### config.mk
export PLATFORM = sky130hd
export DESIGN_NAME = uart_tx_rx_ring_buffers
export DESIGN_NICKNAME = d
export VERILOG_FILES = /design/src/rtl/core/utrb_pkg.sv /design/src/rtl/core/uart_tx_rx_ring_buffers.sv /design/src/rtl/core/utrb_ring.sv
export SDC_FILE = /design/constraint.sdc
export NUM_CORES = 1
export LEC_CHECK = 0
export BUFFER_PORTS_ARGS = -buffer_cell sky130_fd_sc_hd__buf_2
export CAP_MARGIN = 20
export CORE_ASPECT_RATIO = 0.75
export CORE_MARGIN = 3
export CORE_UTILIZATION = 30
export CTS_BUF_LIST = sky130_fd_sc_hd__clkbuf_8
export CTS_CLUSTER_SIZE = 8
export DETAILED_ROUTE_END_ITERATION = 8
export REMOVE_ABC_BUFFERS = 1
export SETUP_SLACK_MARGIN = 0.2
export SKIP_LAST_GASP = 1
export SYNTH_ARGS = -nofsm -noshare
export SYNTH_HDL_FRONTEND = slang
export SYNTH_SLANG_ARGS = --single-unit
### constraint.sdc
create_clock -name clk_i -period 4.5 [get_ports clk_i]
set_clock_uncertainty 0.1 [all_clocks]
set_input_delay 1.125 -clock clk_i [delete_from_list [all_inputs] [get_ports clk_i]]
set_output_delay 1.125 -clock clk_i [all_outputs]
set_load 0.05 [all_outputs]
### src/rtl/core/utrb_pkg.sv
`default_nettype none

package utrb_pkg;

  // Default number of entries in each ring
  localparam int unsigned RING_DEPTH_DEF = 8;

  localparam int unsigned KIND_W = 3;
  localparam int unsigned BYTE_W = 8;

  typedef enum logic [KIND_W-1:0] {
    KIND_PUT_TX   = 3'd0,
    KIND_GET_RX   = 3'd1,
    KIND_TX_READY = 3'd2,
    KIND_RX_BYTE  = 3'd3,
    KIND_FLUSH_RX = 3'd4,
    KIND_FLUSH_TX = 3'd5
  } kind_e;

  // One operation on a ring; at most one of push and pop is set per item
  typedef struct packed {
    logic push;   // write at write pointer; when full, also drops the oldest entry
    logic pop;    // read at read pointer
    logic clear;  // empty the ring
  } ring_cmd_t;

endpackage

`default_nettype wire

### src/rtl/core/uart_tx_rx_ring_buffers.sv
`default_nettype none

// Transmit and receive byte rings between software and a UART.
// Input channel (in_valid_i / in_stall_o) carries one item: kind_i selects
// put tx byte, get rx byte, transmitter ready, byte received, flush rx or
// flush tx; data_in_i is the byte for put and byte received.
// Output channel (out_valid_o / out_stall_i) returns one result per item:
// ok, the byte read or sent, the overwrite flag, both ring levels and the
// transmit interrupt enable as they stand after the item.
// The item is decoded against the ring pointers and counts; these update at
// the accepting edge with the result register and the registered ring read
// port, and the result is valid from that edge. Throughput is one item
// per cycle unless the receiver stalls, set by the single result register.
// If the receiver stalls, the result holds and in_stall_o rises for as long
// as the held result is not taken; an item is still taken in the cycle the
// result leaves.
// Reset empties both rings, clears the interrupt enable and drops
// out_valid_o. Ring contents are not cleared.
module uart_tx_rx_ring_buffers #(
  parameter int unsigned RING_DEPTH = utrb_pkg::RING_DEPTH_DEF
) (
  input  wire logic                                clk_i,
  input  wire logic                                rst_ni,
  input  wire logic                                in_valid_i,
  output logic                                     in_stall_o,
  input  wire logic [utrb_pkg::KIND_W-1:0]         kind_i,
  input  wire logic [utrb_pkg::BYTE_W-1:0]         data_in_i,
  output logic                                     out_valid_o,
  input  wire logic                                out_stall_i,
  output logic                                     ok_o,
  output logic      [utrb_pkg::BYTE_W-1:0]         data_out_o,
  output logic                                     overwrote_o,
  output logic      [$clog2(RING_DEPTH+1)-1:0]     tx_level_o,
  output logic      [$clog2(RING_DEPTH+1)-1:0]     rx_level_o,
  output logic                                     tx_irq_enable_o
);

  localparam int unsigned CNT_W = $clog2(RING_DEPTH + 1);
  localparam logic [CNT_W-1:0] CNT_FULL = CNT_W'(RING_DEPTH);

  utrb_pkg::ring_cmd_t         tx_cmd, rx_cmd;
  logic [CNT_W-1:0]            tx_fill, rx_fill;
  logic [utrb_pkg::BYTE_W-1:0] tx_rd_data, rx_rd_data;
  logic                        accept;
  logic                        tx_full, tx_empty, rx_full, rx_empty;

  logic out_valid_q;
  logic ok_q, ok_d;
  logic over_q, over_d;
  logic tx_sel_q, tx_sel_d;
  logic rx_sel_q, rx_sel_d;
  logic irq_q, irq_d;

  assign in_stall_o = out_valid_q && out_stall_i;
  assign accept     = in_valid_i && !in_stall_o;

  assign tx_full  = (tx_fill == CNT_FULL);
  assign tx_empty = (tx_fill == '0);
  assign rx_full  = (rx_fill == CNT_FULL);
  assign rx_empty = (rx_fill == '0);

  always_comb begin
    tx_cmd   = '0;
    rx_cmd   = '0;
    ok_d     = 1'b0;
    over_d   = 1'b0;
    tx_sel_d = 1'b0;
    rx_sel_d = 1'b0;
    irq_d    = irq_q;
    if (accept) begin
      unique case (utrb_pkg::kind_e'(kind_i))
        utrb_pkg::KIND_PUT_TX: begin
          if (!tx_full) begin
            tx_cmd.push = 1'b1;
            irq_d       = 1'b1;
            ok_d        = 1'b1;
          end
        end
        utrb_pkg::KIND_GET_RX: begin
          if (!rx_empty) begin
            rx_cmd.pop = 1'b1;
            rx_sel_d   = 1'b1;
            ok_d       = 1'b1;
          end
        end
        utrb_pkg::KIND_TX_READY: begin
          if (!tx_empty) begin
            tx_cmd.pop = 1'b1;
            tx_sel_d   = 1'b1;
            ok_d       = 1'b1;
          end else begin
            irq_d = 1'b0;  // nothing left to send
          end
        end
        utrb_pkg::KIND_RX_BYTE: begin
          rx_cmd.push = 1'b1;
          over_d      = rx_full;
          ok_d        = 1'b1;
        end
        utrb_pkg::KIND_FLUSH_RX: begin
          rx_cmd.clear = 1'b1;
          ok_d         = 1'b1;
        end
        utrb_pkg::KIND_FLUSH_TX: begin
          tx_cmd.clear = 1'b1;
          ok_d         = 1'b1;
        end
        default: begin
        end
      endcase
    end
  end

  utrb_ring #(
    .RING_DEPTH (RING_DEPTH)
  ) u_tx_ring (
    .clk_i     (clk_i),
    .rst_ni    (rst_ni),
    .cmd_i     (tx_cmd),
    .wr_data_i (data_in_i),
    .fill_o    (tx_fill),
    .rd_data_o (tx_rd_data)
  );

  utrb_ring #(
    .RING_DEPTH (RING_DEPTH)
  ) u_rx_ring (
    .clk_i     (clk_i),
    .rst_ni    (rst_ni),
    .cmd_i     (rx_cmd),
    .wr_data_i (data_in_i),
    .fill_o    (rx_fill),
    .rd_data_o (rx_rd_data)
  );

  always_ff @(posedge clk_i or negedge rst_ni) begin
    if (!rst_ni) begin
      out_valid_q <= 1'b0;
      irq_q       <= 1'b0;
    end else begin
      irq_q <= irq_d;
      if (accept) begin
        out_valid_q <= 1'b1;
      end else if (!out_stall_i) begin
        out_valid_q <= 1'b0;
      end
    end
  end

  always_ff @(posedge clk_i) begin
    if (accept) begin
      ok_q     <= ok_d;
      over_q   <= over_d;
      tx_sel_q <= tx_sel_d;
      rx_sel_q <= rx_sel_d;
    end
  end

  // Levels and enable change only on an accepted item, so the live
  // registers already hold the after-item values for the pending result.
  assign out_valid_o     = out_valid_q;
  assign ok_o            = ok_q;
  assign overwrote_o     = over_q;
  assign data_out_o      = rx_sel_q ? rx_rd_data :
                           tx_sel_q ? tx_rd_data : '0;
  assign tx_level_o      = tx_fill;
  assign rx_level_o      = rx_fill;
  assign tx_irq_enable_o = irq_q;

  a_put_sets_irq: assert property (@(posedge clk_i) disable iff (!rst_ni)
    accept && (kind_i == utrb_pkg::KIND_PUT_TX) && !tx_full
      |=> tx_irq_enable_o && ok_o)
    else $error("accepted put did not set irq enable");

  a_overwrite_full: assert property (@(posedge clk_i) disable iff (!rst_ni)
    accept && (kind_i == utrb_pkg::KIND_RX_BYTE) && rx_full
      |=> overwrote_o && (rx_level_o == CNT_FULL))
    else $error("overwrite into full rx ring misreported");

  a_one_source: assert property (@(posedge clk_i) disable iff (!rst_ni)
    out_valid_q |-> !(tx_sel_q && rx_sel_q) && (!(tx_sel_q || rx_sel_q) || ok_q))
    else $error("data select inconsistent with result");

endmodule

`default_nettype wire

### src/rtl/core/utrb_ring.sv
`default_nettype none

module utrb_ring #(
  parameter int unsigned RING_DEPTH = utrb_pkg::RING_DEPTH_DEF
) (
  input  wire logic                               clk_i,
  input  wire logic                               rst_ni,
  input  wire utrb_pkg::ring_cmd_t                cmd_i,
  input  wire logic [utrb_pkg::BYTE_W-1:0]        wr_data_i,
  output logic      [$clog2(RING_DEPTH+1)-1:0]    fill_o,
  output logic      [utrb_pkg::BYTE_W-1:0]        rd_data_o
);

  localparam int unsigned PTR_W = $clog2(RING_DEPTH);
  localparam int unsigned CNT_W = $clog2(RING_DEPTH + 1);
  localparam logic [PTR_W-1:0] PTR_LAST = PTR_W'(RING_DEPTH - 1);
  localparam logic [CNT_W-1:0] CNT_FULL = CNT_W'(RING_DEPTH);

  logic [utrb_pkg::BYTE_W-1:0] mem_q [RING_DEPTH];
  logic [utrb_pkg::BYTE_W-1:0] rd_data_q;
  logic [PTR_W-1:0]            rd_ptr_q, rd_ptr_d;
  logic [PTR_W-1:0]            wr_ptr_q, wr_ptr_d;
  logic [CNT_W-1:0]            fill_q, fill_d;
  logic                        full;

  function automatic logic [PTR_W-1:0] ptr_inc(input logic [PTR_W-1:0] p);
    return (p == PTR_LAST) ? '0 : p + PTR_W'(1);
  endfunction

  assign full = (fill_q == CNT_FULL);

  always_comb begin
    rd_ptr_d = rd_ptr_q;
    wr_ptr_d = wr_ptr_q;
    fill_d   = fill_q;
    if (cmd_i.clear) begin
      rd_ptr_d = '0;
      wr_ptr_d = '0;
      fill_d   = '0;
    end else if (cmd_i.push) begin
      wr_ptr_d = ptr_inc(wr_ptr_q);
      if (full) begin
        rd_ptr_d = ptr_inc(rd_ptr_q);  // oldest entry overwritten
      end else begin
        fill_d = fill_q + CNT_W'(1);
      end
    end else if (cmd_i.pop) begin
      rd_ptr_d = ptr_inc(rd_ptr_q);
      fill_d   = fill_q - CNT_W'(1);
    end
  end

  always_ff @(posedge clk_i or negedge rst_ni) begin
    if (!rst_ni) begin
      rd_ptr_q <= '0;
      wr_ptr_q <= '0;
      fill_q   <= '0;
    end else begin
      rd_ptr_q <= rd_ptr_d;
      wr_ptr_q <= wr_ptr_d;
      fill_q   <= fill_d;
    end
  end

  always_ff @(posedge clk_i) begin
    if (cmd_i.push) begin
      mem_q[wr_ptr_q] <= wr_data_i;
    end
    if (cmd_i.pop) begin
      rd_data_q <= mem_q[rd_ptr_q];
    end
  end

  assign fill_o    = fill_q;
  assign rd_data_o = rd_data_q;

  a_fill_bound: assert property (@(posedge clk_i) disable iff (!rst_ni)
    fill_q <= CNT_FULL)
    else $error("ring fill above depth");

  a_pop_nonempty: assert property (@(posedge clk_i) disable iff (!rst_ni)
    cmd_i.pop |-> fill_q != '0)
    else $error("pop from empty ring");

  a_clear_empties: assert property (@(posedge clk_i) disable iff (!rst_ni)
    cmd_i.clear |=> (fill_q == '0) && (rd_ptr_q == wr_ptr_q))
    else $error("ring not empty after clear");

endmodule

`default_nettype wire

; Word-level counts from Yosys, hierarchy flattened
; Memories as Yosys holds them, arrays and structs flattened. A register that Yosys moved wholly into a read port is not among the register bits.
; Cells that the tools add are included.
[totals]
inputBits = 15
register_bits = 26
ram_bits = 128
memories = 2
out_inout_bits = 21
wordCells = 104
[mem_list]
columns = memory, depth, word_bits, read_ports, rd_ports_with_merged_regs, wr, line_no
row1 = u_rx_ring.mem_q, 8, 8, 1, 1, 1, utrb_ring.sv:19  ; logic [utrb_pkg::BYTE_W-1:0] mem_q [RING_DEPTH];
row2 = u_tx_ring.mem_q, 8, 8, 1, 1, 1, utrb_ring.sv:19
[op_classes]
n_mux = 47
add_sub_neg = 8
eq_ne = 18
n_reduce_logical = 17
[ops]
columns = op, count
row1 = two-way mux 3 bit, 18
row2 = two-way mux 4 bit, 8
row3 = == test 3 bit (second input constant), 6
row4 = two-way mux 1 bit, 17
row5 = two-way mux 8 bit, 2
row6 = adder 3 x 1 -> 3 bit (second input constant), 4
row7 = adder 4 x 1 -> 4 bit (second input constant), 2
row8 = == test 4 bit (second input constant), 2
row9 = zero test 4 bit, 2
row10 = AND reduction 2 bit, 4
row11 = subtractor 4 x 1 -> 4 bit (second input constant), 2
row12 = == test 3 x 2 -> 1 bit (second input constant), 2
row13 = != test 3 x 2 -> 1 bit (second input constant), 2
row14 = != test 3 bit (second input constant), 2
row15 = nonzero test 2 bit, 3
row16 = nonzero test 3 bit, 2
row17 = != test 2 bit (second input constant), 2
row18 = case mux 1 bit (4 select lines), 1
row19 = AND reduction 4 bit, 1
row20 = == test 3 x 1 -> 1 bit (second input constant), 1
row21 = zero test 3 bit, 1
row22 = OR reduction 3 bit, 1
row23 = logical AND 1 bit, 2
row24 = != test 2 x 1 -> 1 bit (second input constant), 1
row25 = other kinds (2), 2

; Longest topological paths before layout
; Gate-level depths: netlist of the first run.
[depth]
word_depth = 7
depth_mapped = 11
depth_no_buf = 10

; By module
; From an unflattened synthesis of the first run, not the netlist that was laid out.
[unflattened]
cells_unflattened = 396
area_unflattened_um2 = 7239.4
[by_module_without_submodules]
columns = module, seq_area_each_um2, n_inst, cells_each, area_each_um2
row1 = utrb_ring at u_rx_ring, 2412.3, 1, 175, 3405.8
row2 = utrb_ring at u_tx_ring, 2412.3, 1, 169, 3358.2
row3 = uart_tx_rx_ring_buffers, 170.2, 1, 52, 475.5

; Least setup slack after synthesis of the first run
; No wires, ideal clock.
[synth_path]
path_kind = input -> register
from = input port in_valid_i
to = register u_tx_ring.fill_q[3], in the netlist u_tx_ring.fill_o[3]
t_arrival_ns = 2.912
slack_ns = 1.397
setup_ns = 0.090
required_ns = 4.310
path_stages = 10
n_path_buf = 0
cell_sequence = a21bo_4 > clkinv_8 > nand2_4 > nor3b_4 > inv_4 > ha_1 > a311oi_1 > a311oi_1 > o21ai_0 > o221ai_1
[synth_via]
elab_chain_len = 4
word_cells_on_any_way = 7
cone_classes = eq/ne: 1 / mux: 3 / reduce/logical: 3
[synth_lines]
columns = element, line_no
row1 = from (decl), uart_tx_rx_ring_buffers.sv:24  ; input wire logic in_valid_i,
row2 = logical AND 1 bit *, uart_tx_rx_ring_buffers.sv:55  ; assign accept = in_valid_i && !in_stall_o;
row3 = net accept, uart_tx_rx_ring_buffers.sv:44  ; logic accept;
row4 = two-way mux 3 bit *, uart_tx_rx_ring_buffers.sv:70  ; if (accept) begin
row5 = "!= test 3 bit (no source line), or another cell as far along", -
row6 = AND reduction 2 bit (no source line) or two-way mux 4 bit (tied branches), -
row7 = to (signal assigned), utrb_ring.sv:61  ; fill_q <= fill_d;
row8 = to (decl), utrb_ring.sv:23  ; logic [CNT_W-1:0] fill_q, fill_d;
; Mark *: on every way through the listed nets, which the timed path passes. The rest lies on a longest branch.
; A chain may end at the register's enable or synchronous reset.

; Final worst setup path of the first run
[layout_path]
from = register rx_sel_q
to = output port data_out_o[1] in the netlist's numbering
[layout_via]
elab_chain_len = 1
[layout_lines]
columns = element, line_no
row1 = from (decl), uart_tx_rx_ring_buffers.sv:51  ; logic rx_sel_q, rx_sel_d;
row2 = from (signal assigned), uart_tx_rx_ring_buffers.sv:155  ; rx_sel_q <= rx_sel_d;
row3 = two-way mux 8 bit, uart_tx_rx_ring_buffers.sv:164  ; assign data_out_o = rx_sel_q ? rx_rd_data :
row4 = to (decl), uart_tx_rx_ring_buffers.sv:31  ; output logic [utrb_pkg::BYTE_W-1:0] data_out_o,
; No other way between the ends.

==> results.md, run 1 <==
- The worst hold path belongs to the class reg -> reg.
- For this run, the share of the core covered by cells in the final layout is 34.8%.
- The launch point of the worst hold path is u_rx_ring.fill_o[2].
- For the pin with the worst max-slew slack, the measured transition is 1.04 ns.
- Combinational logic burns between 20% and 30% of the power.
- The most common cell after layout, fill and taps aside is sky130_fd_sc_hd__edfxtp_1.
- Counting distinct cell types in the post-synthesis netlist gives 60.
- Once detail routing completed, the nets flagged for antenna violations numbered 0.
- The analysis attributes to cell leakage a power of 2.78 nW.
- The part of the power in the clock network is 24.4%.
- The mux cell area share after synthesis is 12.3%.
- The switching power total is around 0.0014 W.
- The max-slew violation count is 0.
- The prevailing post-synth register cell is sky130_fd_sc_hd__edfxtp_1.
- The ratio of routed vias to standard cells is approximately 4.9.
- The wire length of the first global-routing pass is roughly 23000 um.
- The number of antenna diodes in the final layout is 0.
- During synthesis, Yosys emitted a total of 0 warnings.
- The clock tree from TritonCTS is built.
- The critical path goes through nor2b_1 -> a22o_1 -> buf_2.
- The post-synthesis async set-or-reset flop share is 12.9%.
- The number of nets in the layout is 504.
- After routing, the total negative slack on setup checks comes to 0 ns.
- The x dimension of the die is 185 um.
- The fmax is 295 MHz.
- The hold buffer count at CTS is 0.
- The number of top-level design ports is 36.
- The via count of the first global-routing pass came to 3978.
- The post-synthesis compound-gate area fraction is 5.05%.
- Setup repair after global routing left no endpoint under its margin.
- The number of synthesized flops with an enable pin is 148.
- The run finished with clean final reports.
- The number of buffers between clock root and the deepest sink is 2.
- The number of standard cells after synthesis is 431.
- The flip-flop and latch count after synthesis is 170.
- After detailed routing, the total wire length is 14400 um.
- Of all nets on the critical path, the largest fanout is 10.
- The post-detailed-placement half-perimeter wirelength is between 9000 and 10000 um.
- The pin count of the biggest net entering global routing is 23.
- The fraction of the mapped netlist area in adder cells is roughly 2.1%.
- The fill cell instance count of the final layout is 2211.
- The site row count is 48.
- The simple-gate share of the synthesized area is 8.82%.
- The H-tree generated during clock tree synthesis spans 4 levels.
- The total of cells resized after clock tree synthesis is 0.
- The synthesized area per cell is 16.7 sq um.
- The count of cells along the worst register-to-register path is 10.
- The power per cell area is 508 nW/um^2.
- The global-route total usage across every layer is approximately an eighth.
- The signal arrival time at the worst endpoint is 2.17 ns.
- Cells with a size suffix above 1 make up 28.2% of the layout.
- The worst pin sits at a relative slew slack of about 30%.
- The worst setup path is captured at an output port.
- The number of hold violations in the final report was 0.
- The via total after detailed routing is 3843.
- Along the worst hold path, the cell count comes to 2.
- STA classifies the critical path startpoint as a flop.
- The critical path required time is 3.27 ns.
- The number of CTS-inserted buffers is 17.
- The buffers inserted during post-CTS setup optimization is 0.
- The worst setup path is of the reg -> out kind.
- Across the run, the number of max-cap violations was 0.
- The count of input and output buffers is 35.
- In this run, the number of DRC markers left after iteration 0 of detailed routing was approximately 360.
- The worst register-to-register path ends at u_tx_ring.fill_o[3].
- After detailed routing, the number of remaining DRC violations is 0.
- Among all stages on the critical path, the largest delay is contributed by sky130_fd_sc_hd__nor2b_1.
- The area overhead of the layout relative to synthesis is 12.5%.
- The later pin in the worst-skew pair is clocked with a latency of 0.45 ns.
- The buffer type at the clock tree root is sky130_fd_sc_hd__clkbuf_8.
- Summing the sequential cell areas from Yosys gives 69.3% of the chip area.
- The register-to-register setup slack is 1.93 ns.
- For this run the aggregate overflow at the end of global routing stands at 0.
- After Yosys synthesis, XOR and XNOR cells account for 0.365% of the synthesized area.
- The worst-case IR drop observed on VDD is 326 uV.
- The clock drives 170 sinks.
- The initial standard-cell utilization of the core is 30.9%.
- The die is 140 um tall.
- The post-layout minimum cycle time is 3.39 ns.
- The switching fraction of total power is between 30 and 40%.
- Setup violations remaining at the end of the flow were counted as 0.
- The number of antenna violations at the first check in global routing came to 0.
- The internal portion of total power is 0.00276 W.
- The share of total power dissipated in sequential elements is 50.3%.
- The average wire per cell in the routed design is 18.3 um.
- The combinational family with the most area after synthesis is multiplexers.
- For hold timing, the worst endpoint is u_rx_ring.fill_o[2].
- The die covers 25900 sq um.
- The reg-to-reg startpoint is out_valid_o.
- The standard cell core area is 23300 sq um.
- In the layout the commonest cells are sky130_fd_sc_hd__edfxtp_1, sky130_fd_sc_hd__nand2_1, sky130_fd_sc_hd__buf_2.
- The pre-antenna-repair detailed-routing pass consisted of 5 iterations.
- The final critical path takes up approximately three quarters of the cycle.
- The placer congestion estimate is about 0.77.
- For this run, the slowest stage of the critical path takes 0.59 ns.
- The cell area that synthesis handed to floorplanning was 7210 sq um.
- The clock edge transition at the registers on the reported setup and hold paths is 0.08 ns.
power by group through the flow:
stage               sequential (W)  combinational (W)  clock [W]
floorplan                  0.00218           0.000635          0
global placement           0.00214           0.000956          0
detailed placement         0.00211            0.00106          0
CTS                        0.00207            0.00106    0.00104
global route               0.00210            0.00115    0.00111
finish                     0.00207            0.00104    0.00101
flip-flops by register name, indices dropped and copies added, names as in the netlist, 3 cells and up:
signal,count
u_rx_ring.fill_o,4
u_rx_ring.mem_q,64
u_rx_ring.rd_data_o,8
u_rx_ring.rd_ptr_q,3
u_rx_ring.wr_ptr_q,3
u_tx_ring.fill_o,4
u_tx_ring.mem_q,64
u_tx_ring.rd_data_o,8
u_tx_ring.rd_ptr_q,3
u_tx_ring.wr_ptr_q,3
cell usage after synthesis, types with 3 or more instances:
cell | count | area [sq um]
sky130_fd_sc_hd__mux2_2 | 10 | 113
sky130_fd_sc_hd__buf_2 | 7 | 35.0
sky130_fd_sc_hd__nor3_1 | 11 | 55.1
sky130_fd_sc_hd__o21ai_0 | 12 | 60.1
sky130_fd_sc_hd__nand3_1 | 7 | 35.0
sky130_fd_sc_hd__inv_1 | 3 | 11.3
sky130_fd_sc_hd__edfxtp_1 | 148 | 4440
sky130_fd_sc_hd__buf_6 | 3 | 33.8
sky130_fd_sc_hd__nand2b_1 | 10 | 62.6
sky130_fd_sc_hd__xor2_1 | 3 | 26.3
sky130_fd_sc_hd__clkbuf_1 | 5 | 18.8
sky130_fd_sc_hd__nor2_1 | 12 | 45.0
sky130_fd_sc_hd__o21ai_1 | 4 | 20.0
sky130_fd_sc_hd__a22o_1 | 9 | 78.8
sky130_fd_sc_hd__a31oi_1 | 3 | 18.8
sky130_fd_sc_hd__nand2_1 | 54 | 203
sky130_fd_sc_hd__ha_1 | 12 | 150
sky130_fd_sc_hd__mux4_2 | 32 | 721
sky130_fd_sc_hd__dfrtp_1 | 22 | 551
sky130_fd_sc_hd__mux2i_1 | 3 | 30.0
sky130_fd_sc_hd__a21oi_1 | 9 | 45.0
final cells by class:
cell class	instances	area [sq um]	area share, %
Sequential cell	170	4990	61.6
Multi-Input combinational cell	235	2060	25.4
Tap cell	300	375	4.63
Clock buffer	17	234	2.89
Timing Repair Buffer	46	273	3.36
Clock inverter	14	126	1.56
Inverter	7	41.3	0.509
cell families after synthesis:
group                    count (synthesis)
AO/OA/AOI/OAI                           53
XOR/XNOR                                 3
adder cells (fa/ha/maj)                 12
buffers and inverters                   26
flip-flops                             170
multiplexers                            47
AND/OR/NAND/NOR                        120
worst max path at each step:
stage / start / end / slack [ns]
global placement: out_stall_i / u_tx_ring.fill_o[3] / 1.15
finish: rx_sel_q / data_out_o[1] / 1.11
CTS: rx_sel_q / data_out_o[1] / 1.07
global route: rx_sel_q / data_out_o[1] / 0.98
floorplan: in_valid_i / u_tx_ring.fill_o[3] / 1.39
detailed placement: out_stall_i / u_tx_ring.mem_q[2][2] / 1.08
stage by stage:
stage	cell area (sq um)	worst slack [ns]	std cells	hold WS [ns]	power (W)
2_1_floorplan	7100	1.39	412	0.465	0.00282
3_3_place_gp	7720	1.15	756	0.462	0.00309
3_5_place_dp	7750	1.08	758	0.475	0.00316
4_1_cts	8110	1.07	789	0.502	0.00417
5_1_grt	8110	0.979	789	0.530	0.00436
6_report	8110	1.11	789	0.508	0.00412
worst max-delay path, delay by kind of cell, from the launching register on:
family | cells | cell delay (ns)
AOI/OAI and AO/OA | 1 | 0.27
buffers and inverters | 1 | 0.28
DFF | 1 | 0.58
and+or+nand+nor | 1 | 0.59
metal layers:
layer  track usage, %  vias to the layer above  wire length (um)
li1                 -                     1778                 -
met1             17.6                     1964              6930
met2             16.9                       89              6500
met3             3.37                       12               876
met4             2.84                        0                93
met5                0                        -                 0
Note: power is estimated with default switching activity, not from simulation.
==> inputs of run 2 (changes only) <==
==> constraint.sdc (replaced) <==
create_clock -name clk_i -period 3.35 [get_ports clk_i]
set_clock_uncertainty 0.1 [all_clocks]
set_input_delay 0.8375 -clock clk_i [delete_from_list [all_inputs] [get_ports clk_i]]
set_output_delay 0.8375 -clock clk_i [all_outputs]
set_load 0.05 [all_outputs]
==> run 2 against run 1 <==
Against the previous run:
- sequential cell count unchanged
- register-to-register slack worse by 1.2 ns
- combinational power up 37%
- die area unchanged
- setup slack worse by 0.64 ns
- hold slack worse by 0.25 ns
- clock power up 40%
- core utilization up 0.42 points
- routed wire length down 1.4%
- total power up 36%
- sequential share of layout area down 0.74 points
==> results.md, run 2 (same netlist as run 1, synthesis figures left out) <==
- The flow ran to the end, and the final reports show no timing, DRC or antenna violations.
- The met1 usage is 16.9% (-0.70 points).
- The site row count is 48 (unchanged).
- The normalized max-slew margin is 39.6% (+9.2 points).
- The average wire per cell in the routed design is 17.8 um (-2.5%).
- The leakage dissipation came to 2.84 nW (+2.2%).
- The start-to-end type of the worst setup path is reg -> out.
- The max-slew violation count is 0 (unchanged).
- The count of cells along the worst register-to-register path is 10 (unchanged).
- The top cell types in the final layout, fill and taps aside, are sky130_fd_sc_hd__edfxtp_1, sky130_fd_sc_hd__nand2_1, sky130_fd_sc_hd__buf_2.
- The total wirelength of the detailed-routed design is 14200 um (-1.4%).
- The pin slew with the least headroom to its limit was 0.906 ns (-0.130 ns).
- The tree is rooted in a sky130_fd_sc_hd__clkbuf_8.
- The post-route total power is 0.00558 W (+36%).
- The number of routed nets with antenna violations is 0 (unchanged).
- The CTS sink count is 170 (unchanged).
- The signal arrival time at the worst endpoint is 1.94 ns (-0.23 ns).
- The global-route total usage across every layer is 11.6% (-0.17 points).
- The global routing usage on met3 is 2.86% (-0.52 points).
- The largest registers in the layout are u_rx_ring.mem_q x64, u_tx_ring.mem_q x64.
- STA classifies the critical path startpoint as a flop.
- The number of CTS-inserted buffers is 17 (unchanged).
- The ratio of routed vias to standard cells is 4.88 (+0.29%).
- The most common cell after layout, fill and taps aside is sky130_fd_sc_hd__edfxtp_1.
- The met2 layer usage reported by global route came to 17.3% (+0.41 points).
- The height of the die is 140 um (unchanged).
- The source-to-sink clock delay at the later pin of the worst-skew pair is 0.46 ns (about the same).
- Compared with the post-synthesis result, the final layout area differs by 13.8%.
- Subtracting the final worst setup slack from the clock period gives 2.88 ns.
- The wire length of the first global-routing pass is 22600 um (-1.3%).
- The kind of end point of the critical path is an output port.
- The worst-path maximum fanout is 10 (unchanged).
- The post-detailed-placement half-perimeter wirelength is 9540 um (-3.5%).
- The x dimension of the die came to 185 um (unchanged).
- The initial standard-cell utilization of the core is 30.9% (unchanged).
- The max-capacitance violation count is 0 (unchanged).
- The via count of the first global-routing pass is 4011 (+0.83%).
- The most utilized layer in the global route result is met2.
- The standard cell core area is 23300 sq um (unchanged).
- The number of violations reported at the end of detailed-routing iteration 0 is 265 (-27%).
- The critical path required time is 2.41 ns (-0.86 ns).
- The pin count of the biggest net entering global routing was 23 (unchanged).
- The count of input and output buffers came to 35 (unchanged).
- The final global-route overflow total is 0 (unchanged).
- The register-to-register setup slack is 0.77 ns (-1.16 ns).
- The DRC violation count after routing is 0 (unchanged).
- The number of antenna violations at the first check in global routing is 0 (unchanged).
- The number of top-level design ports is 36 (unchanged).
- The number of diodes added for antenna fixing is 0 (unchanged).
- The peak ir drop on the vdd network came to 608 uV (+87%).
- The fraction of final layout cells sized beyond drive strength 1 is 30.3% (+2.1 points).
- The number of detailed-routing iterations run before antenna repair was 4 (-1).
- The total die area is 25900 sq um (unchanged).
- The placer congestion estimate is 0.743 (-3.8%).
- The number of H-tree levels is 4 (unchanged).
- The number of nets in the layout was 513 (+1.8%).
- The hold buffer count at CTS came to 0 (unchanged).
- The post-route clock period utilization is between 80% and 90%.
- The number of buffers between clock root and the deepest sink is 2 (unchanged).
- TritonCTS built the clock tree.
- In this run the critical register-to-register path is launched from out_valid_o.
- The clock edge transition at the registers on the reported setup and hold paths was 0.10 ns (+0.02 ns).
- The via total after detailed routing is 3898 (+1.4%).
- The number of hold violations in the final report is 0 (unchanged).
- The power per cell area is 680 nW/um^2 (+34%).
- The worst register-to-register path ends at u_tx_ring.fill_o[3].
- The number of endpoints failing setup at the final stage is 0 (unchanged).
- The fmax is 347 MHz.
- The aggregate negative setup slack came to 0 ns (unchanged).
- Setup repair after global routing left no endpoint under its margin.
- The path class of the lowest-slack min-delay path is in -> async.
run 2: how the worst max path moves through the flow:
stage	end	depth (start not counted)	from	slack, ns
5_1_grt	data_out_o[7]	3	rx_sel_q	0.32
3_5_place_dp	u_tx_ring.fill_o[3]	11	out_stall_i	0.24
3_3_place_gp	u_tx_ring.fill_o[3]	11	out_stall_i	0.33
6_report	data_out_o[7]	3	rx_sel_q	0.47
2_1_floorplan	u_tx_ring.fill_o[3]	10	in_valid_i	0.53
4_1_cts	data_out_o[1]	3	rx_sel_q	0.25
run 2: final cells by class:
type / instances / area, sq um
clock buffer: 17 / 234
inverter: 7 / 41.3
multi-input combinational: 235 / 2060
fill: 2216 / 15100
timing repair buffer: 55 / 345
sequential: 170 / 4990
clock inverter: 14 / 150
tap: 300 / 375
run 2: what timing repair did:
action                                  in CTS  in global routing
resized for setup                            0                  1
setup buffers                                0                  0
endpoints found under the setup margin       0                  4
run 2: critical path: stages (launching register included):
cell	delay [ns]
sky130_fd_sc_hd__edfxtp_1	0.59
sky130_fd_sc_hd__nor2b_2	0.39
sky130_fd_sc_hd__a22o_1	0.24
sky130_fd_sc_hd__buf_2	0.28
run 2: report_power, final:
group	total, W	switching [W]	leakage, nW	internal [W]
registers	0.00275	0.000301	1.61	0.00245
logic	0.00142	0.000745	1.04	0.000678
clock network	0.00141	0.000847	0.190	0.000559
total	0.00558	0.00189	2.84	0.00369
run 2: layer usage:
layer | part of all wire (%) | wire (um) | up-vias
met5 | 0 | 0 | -
met4 | 0.84 | 120 | 0
met3 | 5.1 | 723 | 11
met2 | 46 | 6490 | 97
met1 | 48 | 6880 | 2006
li1 | - | - | 1784
run 2: metrics by stage:
step                      setup slack [ns]  instances  instance area [sq um]  hold slack (ns)  util, %
after global placement               0.334        766                   7790            0.406     33.4
after CTS                            0.247        798                   8200            0.258     35.2
after detailed placement             0.238        767                   7820            0.414     33.6
final                                0.470        798                   8210            0.261     35.2
after floorplan                      0.528        412                   7100            0.442        -
after global routing                 0.323        798                   8210            0.263     35.2
